## config.mk

```make
export PLATFORM = sky130hd
export DESIGN_NAME = serial_packet_deframer_top
export DESIGN_NICKNAME = d
export VERILOG_FILES = /design/src/spd_pkg.sv /design/src/spd_front.sv /design/src/spd_back.sv /design/src/spd_outq.sv /design/src/serial_packet_deframer_top.sv
export SDC_FILE = /design/constraint.sdc
export NUM_CORES = 1
export LEC_CHECK = 0
export CORE_ASPECT_RATIO = 0.7
export CORE_MARGIN = 4
export CORE_UTILIZATION = 41
export DETAILED_ROUTE_END_ITERATION = 12
export DONT_BUFFER_PORTS = 1
export GPL_TIMING_DRIVEN = 0
export SETUP_SLACK_MARGIN = 0.15
export SYNTH_ARGS = -nofsm -noshare
export SYNTH_HDL_FRONTEND = slang
export SYNTH_HIERARCHICAL = 1
export SYNTH_SLANG_ARGS = --single-unit
```

## constraint.sdc

```tcl
create_clock -name clk -period 5 [get_ports clk]
set_input_delay 0.5 -clock clk [delete_from_list [all_inputs] [get_ports clk]]
set_output_delay 0.5 -clock clk [all_outputs]
set_load 0.005 [all_outputs]
```

## src/spd_pkg.sv

```systemverilog
// ---------------------------------------------------------------------------
// spd_pkg
// shared types, constants and codes of the serial packet deframer
// ---------------------------------------------------------------------------
package spd_pkg;

	localparam int STORE_DEPTH = 64;
	localparam int ADDR_W      = $clog2(STORE_DEPTH);
	localparam int CNT_W       = $clog2(STORE_DEPTH + 1);

	// output queue
	localparam int OQ_DEPTH = 4;
	localparam int OQ_PTR_W = $clog2(OQ_DEPTH);
	localparam int OQ_CNT_W = $clog2(OQ_DEPTH + 1);

	// input actions
	localparam logic [1:0] ACT_RX_BYTE = 2'd0;
	localparam logic [1:0] ACT_POLL    = 2'd1;
	localparam logic [1:0] ACT_READ    = 2'd2;

	// internal command codes
	localparam logic [1:0] OP_RX_BYTE = 2'd0;
	localparam logic [1:0] OP_POLL    = 2'd1;
	localparam logic [1:0] OP_READ    = 2'd2;
	localparam logic [1:0] OP_NONE    = 2'd3;

	// register indexes (paddr[2])
	localparam logic REG_FRAME_MODE  = 1'b0;
	localparam logic REG_PAYLOAD_LEN = 1'b1;

	localparam logic [6:0] PAYLOAD_LEN_RST = 7'd8;

	// framing characters
	localparam logic [7:0] BYTE_SOF = 8'hFF;
	localparam logic [7:0] BYTE_EOF = 8'hFE;
	localparam logic [7:0] CHAR_AT  = 8'h40;
	localparam logic [7:0] CHAR_CR  = 8'h0D;
	localparam logic [7:0] CHAR_LF  = 8'h0A;
	localparam logic [7:0] CHAR_NUL = 8'h00;

	typedef struct packed {
		logic [1:0] action;
		logic [7:0] rx_byte;
		logic [5:0] read_index;
	} in_item_t;

	typedef struct packed {
		logic       frame_ready;
		logic [7:0] read_data;
		logic [6:0] frame_length;
		logic [1:0] receiver_phase;
	} out_item_t;

	typedef struct packed {
		logic is_sof;
		logic is_eof;
		logic is_at;
		logic is_cr;
		logic is_lf;
	} byte_class_t;

	typedef struct packed {
		logic [1:0]        op;
		logic [7:0]        data;
		byte_class_t       cls;
		logic              rd_ok;
		logic [ADDR_W-1:0] rd_addr;
	} cmd_t;

	typedef struct packed {
		logic frame_mode;
		logic [6:0] payload_length;
	} cfg_t;

endpackage

```

## src/spd_front.sv

```systemverilog
// ---------------------------------------------------------------------------
// spd_front
// accepts input transactions, decodes and classifies them into commands
// and holds them in a two-entry queue for the back end
// ---------------------------------------------------------------------------
module spd_front (
	input  logic              clk,
	input  logic              arst_n,
	input  logic              push,
	input  spd_pkg::in_item_t push_data,
	output logic              full,
	output logic              cmd_valid,
	output spd_pkg::cmd_t     cmd,
	input  logic              cmd_take
);
	import spd_pkg::*;

	cmd_t       cmd_in;
	cmd_t       mq_q [2];
	logic       wptr_q;
	logic       rptr_q;
	logic [1:0] cnt_q;
	logic       do_push;

	always_comb begin
		unique case (push_data.action)
			ACT_RX_BYTE: cmd_in.op = OP_RX_BYTE;
			ACT_POLL:    cmd_in.op = OP_POLL;
			ACT_READ:    cmd_in.op = OP_READ;
			default:     cmd_in.op = OP_NONE;
		endcase
		cmd_in.data       = push_data.rx_byte;
		cmd_in.cls.is_sof = (push_data.rx_byte == BYTE_SOF);
		cmd_in.cls.is_eof = (push_data.rx_byte == BYTE_EOF);
		cmd_in.cls.is_at  = (push_data.rx_byte == CHAR_AT);
		cmd_in.cls.is_cr  = (push_data.rx_byte == CHAR_CR);
		cmd_in.cls.is_lf  = (push_data.rx_byte == CHAR_LF);
		cmd_in.rd_ok      = (32'(push_data.read_index) < STORE_DEPTH);
		cmd_in.rd_addr    = ADDR_W'(push_data.read_index);
	end

	assign full      = (cnt_q == 2'd2);
	assign do_push   = push && !full;
	assign cmd_valid = (cnt_q != 2'd0);
	assign cmd       = mq_q[rptr_q];

	always_ff @(posedge clk) begin
		if (do_push) begin
			mq_q[wptr_q] <= cmd_in;
		end
	end

	always_ff @(posedge clk or negedge arst_n) begin
		if (!arst_n) begin
			wptr_q <= 1'b0;
			rptr_q <= 1'b0;
			cnt_q  <= 2'd0;
		end else begin
			if (do_push) begin
				wptr_q <= !wptr_q;
			end
			if (cmd_take) begin
				rptr_q <= !rptr_q;
			end
			cnt_q <= cnt_q + {1'b0, do_push} - {1'b0, cmd_take};
		end
	end

endmodule

```

## src/spd_back.sv

```systemverilog
// ---------------------------------------------------------------------------
// spd_back
// executes commands: framing state machine, payload store, result stage
// ---------------------------------------------------------------------------
module spd_back (
	input  logic                          clk,
	input  logic                          arst_n,
	input  spd_pkg::cfg_t                 cfg,
	input  logic                          cmd_valid,
	input  spd_pkg::cmd_t                 cmd,
	output logic                          cmd_take,
	input  logic [spd_pkg::OQ_CNT_W-1:0]  oq_level,
	output logic                          res_valid,
	output spd_pkg::out_item_t            res
);
	import spd_pkg::*;

	localparam logic [1:0] PH_HUNT    = 2'd0;
	localparam logic [1:0] PH_COLLECT = 2'd1;
	localparam logic [1:0] PH_AWAIT   = 2'd2;

	logic [1:0]       phase_q, phase_d;
	logic [CNT_W-1:0] cnt_q, cnt_d;
	logic             ready_q, ready_d;
	logic [CNT_W-1:0] len_eff;
	logic             wr_en;
	logic [7:0]       wr_data;
	logic             rd_en;

	logic [7:0]             mem [STORE_DEPTH];
	logic [STORE_DEPTH-1:0] mvalid_q;

	logic             s2_valid_q;
	logic             flag_s2;
	logic [CNT_W-1:0] cnt_s2;
	logic [1:0]       phase_s2;
	logic             rd_s2;
	logic             rvalid_s2;
	logic [7:0]       rdata_s2;

	// room for this result and the one already in the result stage
	assign cmd_take = cmd_valid &&
		((32'(oq_level) + 32'(s2_valid_q)) < OQ_DEPTH);

	always_comb begin
		if (cfg.payload_length == 7'd0) begin
			len_eff = CNT_W'(1);
		end else if (32'(cfg.payload_length) > STORE_DEPTH) begin
			len_eff = CNT_W'(STORE_DEPTH);
		end else begin
			len_eff = CNT_W'(cfg.payload_length);
		end
	end

	always_comb begin
		phase_d = phase_q;
		cnt_d   = cnt_q;
		ready_d = ready_q;
		wr_en   = 1'b0;
		wr_data = cmd.data;
		rd_en   = 1'b0;
		if (cmd_take) begin
			case (cmd.op)
				OP_RX_BYTE: begin
					if (!cfg.frame_mode) begin
						unique case (phase_q)
							PH_COLLECT: begin
								if (32'(cnt_q) < STORE_DEPTH) begin
									wr_en = 1'b1;
									cnt_d = cnt_q + CNT_W'(1);
								end
								if (cnt_d >= len_eff || 32'(cnt_d) >= STORE_DEPTH) begin
									phase_d = PH_AWAIT;
								end
							end
							PH_AWAIT: begin
								if (cmd.cls.is_eof) begin
									phase_d = PH_HUNT;
									ready_d = 1'b1;
								end
							end
							default: begin
								if (cmd.cls.is_sof) begin
									phase_d = PH_COLLECT;
									cnt_d   = '0;
								end
							end
						endcase
					end else begin
						unique case (phase_q)
							PH_COLLECT: begin
								if (cmd.cls.is_cr) begin
									phase_d = PH_AWAIT;
								end else if ((32'(cnt_q) + 1) < STORE_DEPTH) begin
									wr_en = 1'b1;
									cnt_d = cnt_q + CNT_W'(1);
								end
							end
							PH_AWAIT: begin
								if (cmd.cls.is_lf) begin
									phase_d = PH_HUNT;
									ready_d = 1'b1;
									wr_data = CHAR_NUL;
									wr_en   = (32'(cnt_q) < STORE_DEPTH);
								end
							end
							default: begin
								if (cmd.cls.is_at && !ready_q) begin
									phase_d = PH_COLLECT;
									cnt_d   = '0;
								end
							end
						endcase
					end
				end
				OP_POLL: ready_d = 1'b0;
				OP_READ: rd_en = cmd.rd_ok;
				default: ;
			endcase
		end
	end

	always_ff @(posedge clk) begin
		if (wr_en) begin
			mem[cnt_q[ADDR_W-1:0]] <= wr_data;
		end
		if (rd_en) begin
			rdata_s2 <= mem[cmd.rd_addr];
		end
	end

	always_ff @(posedge clk or negedge arst_n) begin
		if (!arst_n) begin
			phase_q    <= PH_HUNT;
			cnt_q      <= '0;
			ready_q    <= 1'b0;
			mvalid_q   <= '0;
			s2_valid_q <= 1'b0;
		end else begin
			phase_q    <= phase_d;
			cnt_q      <= cnt_d;
			ready_q    <= ready_d;
			s2_valid_q <= cmd_take;
			if (wr_en) begin
				mvalid_q[cnt_q[ADDR_W-1:0]] <= 1'b1;
			end
		end
	end

	always_ff @(posedge clk) begin
		if (cmd_take) begin
			flag_s2   <= ready_q;
			cnt_s2    <= cnt_d;
			phase_s2  <= phase_d;
			rd_s2     <= rd_en;
			rvalid_s2 <= mvalid_q[cmd.rd_addr];
		end
	end

	assign res_valid              = s2_valid_q;
	assign res.frame_ready        = flag_s2;
	assign res.read_data          = (rd_s2 && rvalid_s2) ? rdata_s2 : 8'h00;
	assign res.frame_length       = (32'(cnt_s2) > 127) ? 7'd127 : 7'(cnt_s2);
	assign res.receiver_phase     = phase_s2;

	a_cnt_bound: assert property (@(posedge clk) disable iff (!arst_n)
		32'(cnt_q) <= STORE_DEPTH)
		else $error("byte count beyond store depth");

	a_frame_start: assert property (@(posedge clk) disable iff (!arst_n)
		(cmd_take && phase_q == PH_HUNT && phase_d == PH_COLLECT) |=> (cnt_q == '0))
		else $error("frame opened with nonzero count");

	a_ready_rise: assert property (@(posedge clk) disable iff (!arst_n)
		$rose(ready_q) |-> $past(cmd_take && cmd.op == OP_RX_BYTE && phase_q == PH_AWAIT))
		else $error("ready flag set outside an end marker");

endmodule

```

## src/spd_outq.sv

```systemverilog
// ---------------------------------------------------------------------------
// spd_outq
// result queue, decouples the back end from the consumer
// ---------------------------------------------------------------------------
module spd_outq (
	input  logic                         clk,
	input  logic                         arst_n,
	input  logic                         wr,
	input  spd_pkg::out_item_t           wr_data,
	input  logic                         pop,
	output logic                         empty,
	output spd_pkg::out_item_t           pop_data,
	output logic [spd_pkg::OQ_CNT_W-1:0] level
);
	import spd_pkg::*;

	out_item_t           q_q [OQ_DEPTH];
	logic [OQ_PTR_W-1:0] wptr_q;
	logic [OQ_PTR_W-1:0] rptr_q;
	logic [OQ_CNT_W-1:0] cnt_q;
	logic                do_pop;

	assign empty    = (cnt_q == '0);
	assign do_pop   = pop && !empty;
	assign pop_data = q_q[rptr_q];
	assign level    = cnt_q;

	always_ff @(posedge clk) begin
		if (wr) begin
			q_q[wptr_q] <= wr_data;
		end
	end

	always_ff @(posedge clk or negedge arst_n) begin
		if (!arst_n) begin
			wptr_q <= '0;
			rptr_q <= '0;
			cnt_q  <= '0;
		end else begin
			if (wr) begin
				wptr_q <= wptr_q + OQ_PTR_W'(1);
			end
			if (do_pop) begin
				rptr_q <= rptr_q + OQ_PTR_W'(1);
			end
			cnt_q <= cnt_q + OQ_CNT_W'(wr) - OQ_CNT_W'(do_pop);
		end
	end

endmodule

```

## src/serial_packet_deframer_top.sv

```systemverilog
// ---------------------------------------------------------------------------
// serial_packet_deframer_top
// pulls binary (0xFF..0xFE) or text ('@'..CR LF) frames out of a serial
// byte stream into a 64-byte payload store, with poll and read actions
// ---------------------------------------------------------------------------
//  channel   handshake         payload      notes
//  input     push / full       push_data    one action per transaction
//  result    pop / empty       pop_data     one result per input transaction
//  config    apb (psel..)      pwdata       frame_mode @0x0, payload_length @0x4
//
//  one input transaction per cycle sustained while results are popped; a result
//  reaches the result ports through the front queue, the execute stage with
//  the store read register, and the result queue
//  the framing state update and one store access happen in the same cycle
//  reset clears state and store valid bits at once, no clearing pass
//  a stalled result side fills the result queue, then the front queue, then
//  raises full; neither side loses or repeats a transaction
// ---------------------------------------------------------------------------
module serial_packet_deframer_top (
	input  logic               clk,
	input  logic               arst_n,
	// input queue side
	input  logic               push,
	input  spd_pkg::in_item_t  push_data,
	output logic               full,
	// result queue side
	input  logic               pop,
	output logic               empty,
	output spd_pkg::out_item_t pop_data,
	// configuration port
	input  logic               psel,
	input  logic               penable,
	input  logic               pwrite,
	input  logic [2:0]         paddr,
	input  logic [31:0]        pwdata,
	output logic [31:0]        prdata,
	output logic               pready
);
	import spd_pkg::*;

	cfg_t                cfg_q;
	logic                cfg_wr;
	logic                cmd_valid;
	cmd_t                cmd;
	logic                cmd_take;
	logic [OQ_CNT_W-1:0] oq_level;
	logic                res_valid;
	out_item_t           res;

	// config registers, written on the apb access phase
	assign pready = 1'b1;
	assign cfg_wr = psel && penable && pwrite && pready;

	always_ff @(posedge clk or negedge arst_n) begin
		if (!arst_n) begin
			cfg_q.frame_mode     <= 1'b0;
			cfg_q.payload_length <= PAYLOAD_LEN_RST;
		end else if (cfg_wr) begin
			unique case (paddr[2])
				REG_FRAME_MODE:  cfg_q.frame_mode     <= pwdata[0];
				REG_PAYLOAD_LEN: cfg_q.payload_length <= pwdata[6:0];
				default: ;
			endcase
		end
	end

	// register readback
	always_comb begin
		unique case (paddr[2])
			REG_FRAME_MODE:  prdata = {31'd0, cfg_q.frame_mode};
			REG_PAYLOAD_LEN: prdata = {25'd0, cfg_q.payload_length};
			default:         prdata = '0;
		endcase
	end

	// front: decode, classify, queue
	spd_front u_front (
		.clk       (clk),
		.arst_n    (arst_n),
		.push      (push),
		.push_data (push_data),
		.full      (full),
		.cmd_valid (cmd_valid),
		.cmd       (cmd),
		.cmd_take  (cmd_take)
	);

	// back: framing state, payload store, result stage
	spd_back u_back (
		.clk       (clk),
		.arst_n    (arst_n),
		.cfg       (cfg_q),
		.cmd_valid (cmd_valid),
		.cmd       (cmd),
		.cmd_take  (cmd_take),
		.oq_level  (oq_level),
		.res_valid (res_valid),
		.res       (res)
	);

	// result queue toward the consumer
	spd_outq u_outq (
		.clk      (clk),
		.arst_n   (arst_n),
		.wr       (res_valid),
		.wr_data  (res),
		.pop      (pop),
		.empty    (empty),
		.pop_data (pop_data),
		.level    (oq_level)
	);

endmodule
```

==> flow_summary_export.csv <==
group,metric,value,unit
synth,synth_warnings,6,
synth,synth_area,0.0299,mm2
timing,setup_tns,0,ns
synth,ys_top_cells_by_area,"edfxtp_1, mux4_2, dfrtp_1",
detailed_routing,drt_drc_violations_left,0,
worst_setup_path,worstPathRequired,5.23,ns
timing,setup_violations,0,
synth,netlist_instances,1593,
worst_setup_path,cp_max_fo,10,
synth,ys_seq_area_share,72.8,%
grt,grt_usage,19.4,%
clocking,clock_latency,0.61,ns
detailed_routing,drtAntennaViolNets,0,
grt,grt_max_degree,95,
synth,async_flop_share,12.7,%
die,die_w,331,um
die,io_pins,111,
clocking,clk_path_buf_depth,3,
clocking,numCtsBuffers,71,
synth,avgSynthCellArea,18.8,um2
layout,antenna_cells,0,
timing,slew_violations,0,
min_path,hp-class,"input pin to flop",
grt,grt_overflow,0,
worst_setup_path,path_delay_family,"simple AND/OR/NAND/NOR gates",
synth,synth_most_common_cell,"edfxtp_1",
clocking,post-cts-setup-buffers,0,
layout,drive_above_1_share,26.9,%
synth,synth_commonest_cells,"edfxtp_1, mux4_2, dfrtp_1",
layout,area_delta_synth_final,13.8,%
worst_setup_path,cp.arrival,4.87,ns
clocking,path_clk_slew,0.06,ns
placement,hpwl,49900,um
clocking,cts_tree,"yes",
worst_setup_path,path_cells,"clkbuf_1, nand3_2, or2_2, ha_1, nor2_1, o2111a_2, o211ai_2, or3_1, buf_4, nor2_1",
worst_setup_path,crit_start,"u_back/cnt_q[4]",
synth,synth_top_area_cell,"edfxtp_1",
detailed_routing,firstDrtPassIters,5,
pwr,cellLeakagePower,11.5,nW
synth,ys.flop_type,"edfxtp_1",
detailed_routing,via_per_inst,5.72,
grt,grt_pass1_wl,108000,um
timing,slew-limit-headroom,6.98,%
detailed_routing,drt_iter0_drc,1985,
timing,fmax,215,MHz
die,die_h,234,um
worst_setup_path,cp_common_cell,"nor2_1",
timing,finalHoldViolCount,0,
placement,gp_congestion,0.936,
synth,synth_edf_count,646,
die,initial_core_util,41.5,%
timing,fin_worst_skew,0.0157,ns
timing,worst_pin_slew,1.38,ns
pwr,p_per_area,557,mW/mm2
placement,place_area,0.0315,mm2
run_status,status,"finished, final reports clean",
die,die-area,0.0773,mm2
worst_setup_path,crit_type,"flop to flop",
worst_setup_path,crit_slowest_cell,"nor2_1",
die,rows,82,
detailed_routing,wl_per_cell,26.9,um
timing,period_needed,4.65,ns
synth,synth_top_area_share,64.9,%
detailed_routing,routed_wl,73800,um
timing,rsz0062_at_grt,"true",
worst_setup_path,critical_path_buf_inv_count,2,
placement,numPortBuffers,0,
grt,antenna_found_initial,1,
job,drv_cap,0,
clocking,htree_levels,3,
timing,fin_crit_sh,92.9,%
min_path,hold_start,"pwdata[1]",
synth,yosys.cell_types.count,75,
grt,grt_pass1_vias,15500,
pwr,ir_drop,270,uV
synth,yosys_register_bits,740,
die,core_area,0.0719,mm2
worst_setup_path,startpoint_type,"flop",
layout,fin_nets,1798,
clocking,cts_sinks,740,
worst_setup_path,crit_path_max_incr_delay,0.72,ns
worst_setup_path,end_kind,"flop",
clocking,cts.root.buffer_cell,"clkbuf_16",
detailed_routing,num_vias,15700,
layout,fillers,5918,
layout,fin_area,0.0340,mm2
worst_setup_path,r2r_start,"u_back/cnt_q[4]",
## report_power, final
group / total, W / switching (W) / internal (W) / leakage [nW]
logic: 0.00558 / 0.00358 / 0.00200 / 3.24
clock network: 0.00532 / 0.00230 / 0.00302 / 1.11
registers: 0.00804 / 0.000229 / 0.00781 / 7.12
## per-stage QoR
stage               std cells  total power [W]  setup WS (ns)  util, %  hold slack (ns)
global placement         2583           0.0134         0.0113     43.3            0.213
finish                   2742           0.0189          0.353     47.3           0.0299
CTS                      2741           0.0190          0.138     47.2         0.000507
floorplan                1617           0.0115           1.49        -            0.204
detailed placement       2595           0.0136         0.0653     43.8            0.213
global route             2742           0.0197         0.0927     47.3           0.0131
## cell usage in the layout (no fill, tap or decap), drive strengths merged, types with 8 or more instances in the layout
master       netlist  final
o221ai            21     21
nand2b            22     22
xnor2              8      8
nor2b             18     18
a211oi            12     12
ha                19     19
and3              10     10
a22oi             13     13
o41ai              9      9
dfrtp             93     93
o22ai             20     20
nand4              8      8
edfxtp           646    646
clkbuf            32    122
buf               78     91
mux4             162    162
dlygate4sd3        0     16
or2               68     68
inv               27     32
and2              22     22
conb               3     27
o21ai             28     28
a21oi             23     23
nand2             43     43
clkinv             0     26
mux2              30     30
nor3              31     31
nor2              66     66
## metal layers
| metal | part of all wire (%) | GRT usage, % |
|---|---|---|
| met5 | 0.15 | 1.06 |
| met4 | 1.9 | 4.53 |
| met3 | 11 | 6.45 |
| met2 | 42 | 26.6 |
| met1 | 45 | 29.8 |
## final cells by class
type / count / area [um2] / share of cell area [%]
buffer: 110 / 648 / 1.91
sequential: 740 / 21800 / 64.0
clock inverter: 40 / 382 / 1.12
timing repair buffer: 30 / 414 / 1.22
multi-input combinational: 740 / 7580 / 22.3
clock buffer: 89 / 1900 / 5.58
tap: 966 / 1210 / 3.56
inverter: 27 / 101 / 0.298
## path summary, 6_finish.rpt
kind	to	slack (ns)	cells past startpoint
max in group asynchronous	u_back/mvalid_q[3]	4.03	2
worst max-delay path	u_back/mem[40][1]	0.35	10
worst max register to register	u_back/mem[40][1]	0.35	10
worst min-delay path	cfg_q[1]	0.03	1
worst min register to register	u_back/mvalid_q[0]	0.46	1
min in group asynchronous	cfg_q[0]	0.45	2
## registers in the layout, indices dropped and copies added (netlist names), 2 cells and up
name,cells
u_back/rdata_s2,8
u_back/mvalid_q,64
u_back/mem,512
u_outq/wptr_q,2
u_front/mq_q,42
u_front/cnt_q,2
u_outq/q_q,72
cfg_q,8
u_back/phase_q,2
u_outq/rptr_q,2
u_back/phase_s2,2
u_outq/level,3
u_back/cnt_q,7
u_back/cnt_s2,7
## logic make-up (layout without fill, tap and decap cells)
kind of cell | count (synthesis) | after routing | share of synthesized area (%)
xor+xnor | 14 | 14 | 0.410
simple gates | 318 | 318 | 5.93
mux | 198 | 198 | 13.5
fa+ha+maj | 20 | 20 | 0.863
buf+inv | 137 | 296 | 2.51
flops | 740 | 740 | 72.8
other cells | 3 | 27 | 0.0377
compound gates | 163 | 163 | 3.89
## timing repair
| item | 4_1_cts | 5_1_grt |
|---|---|---|
| resized for setup | 4 | 2 |
| pin swaps | 0 | 0 |
| hold endpoints to repair | 123 | 0 |
| endpoints found under the setup margin | 35 | 234 |
| hold buffers | 17 | 0 |
No activity file was read; power rests on OpenSTA's default activity.
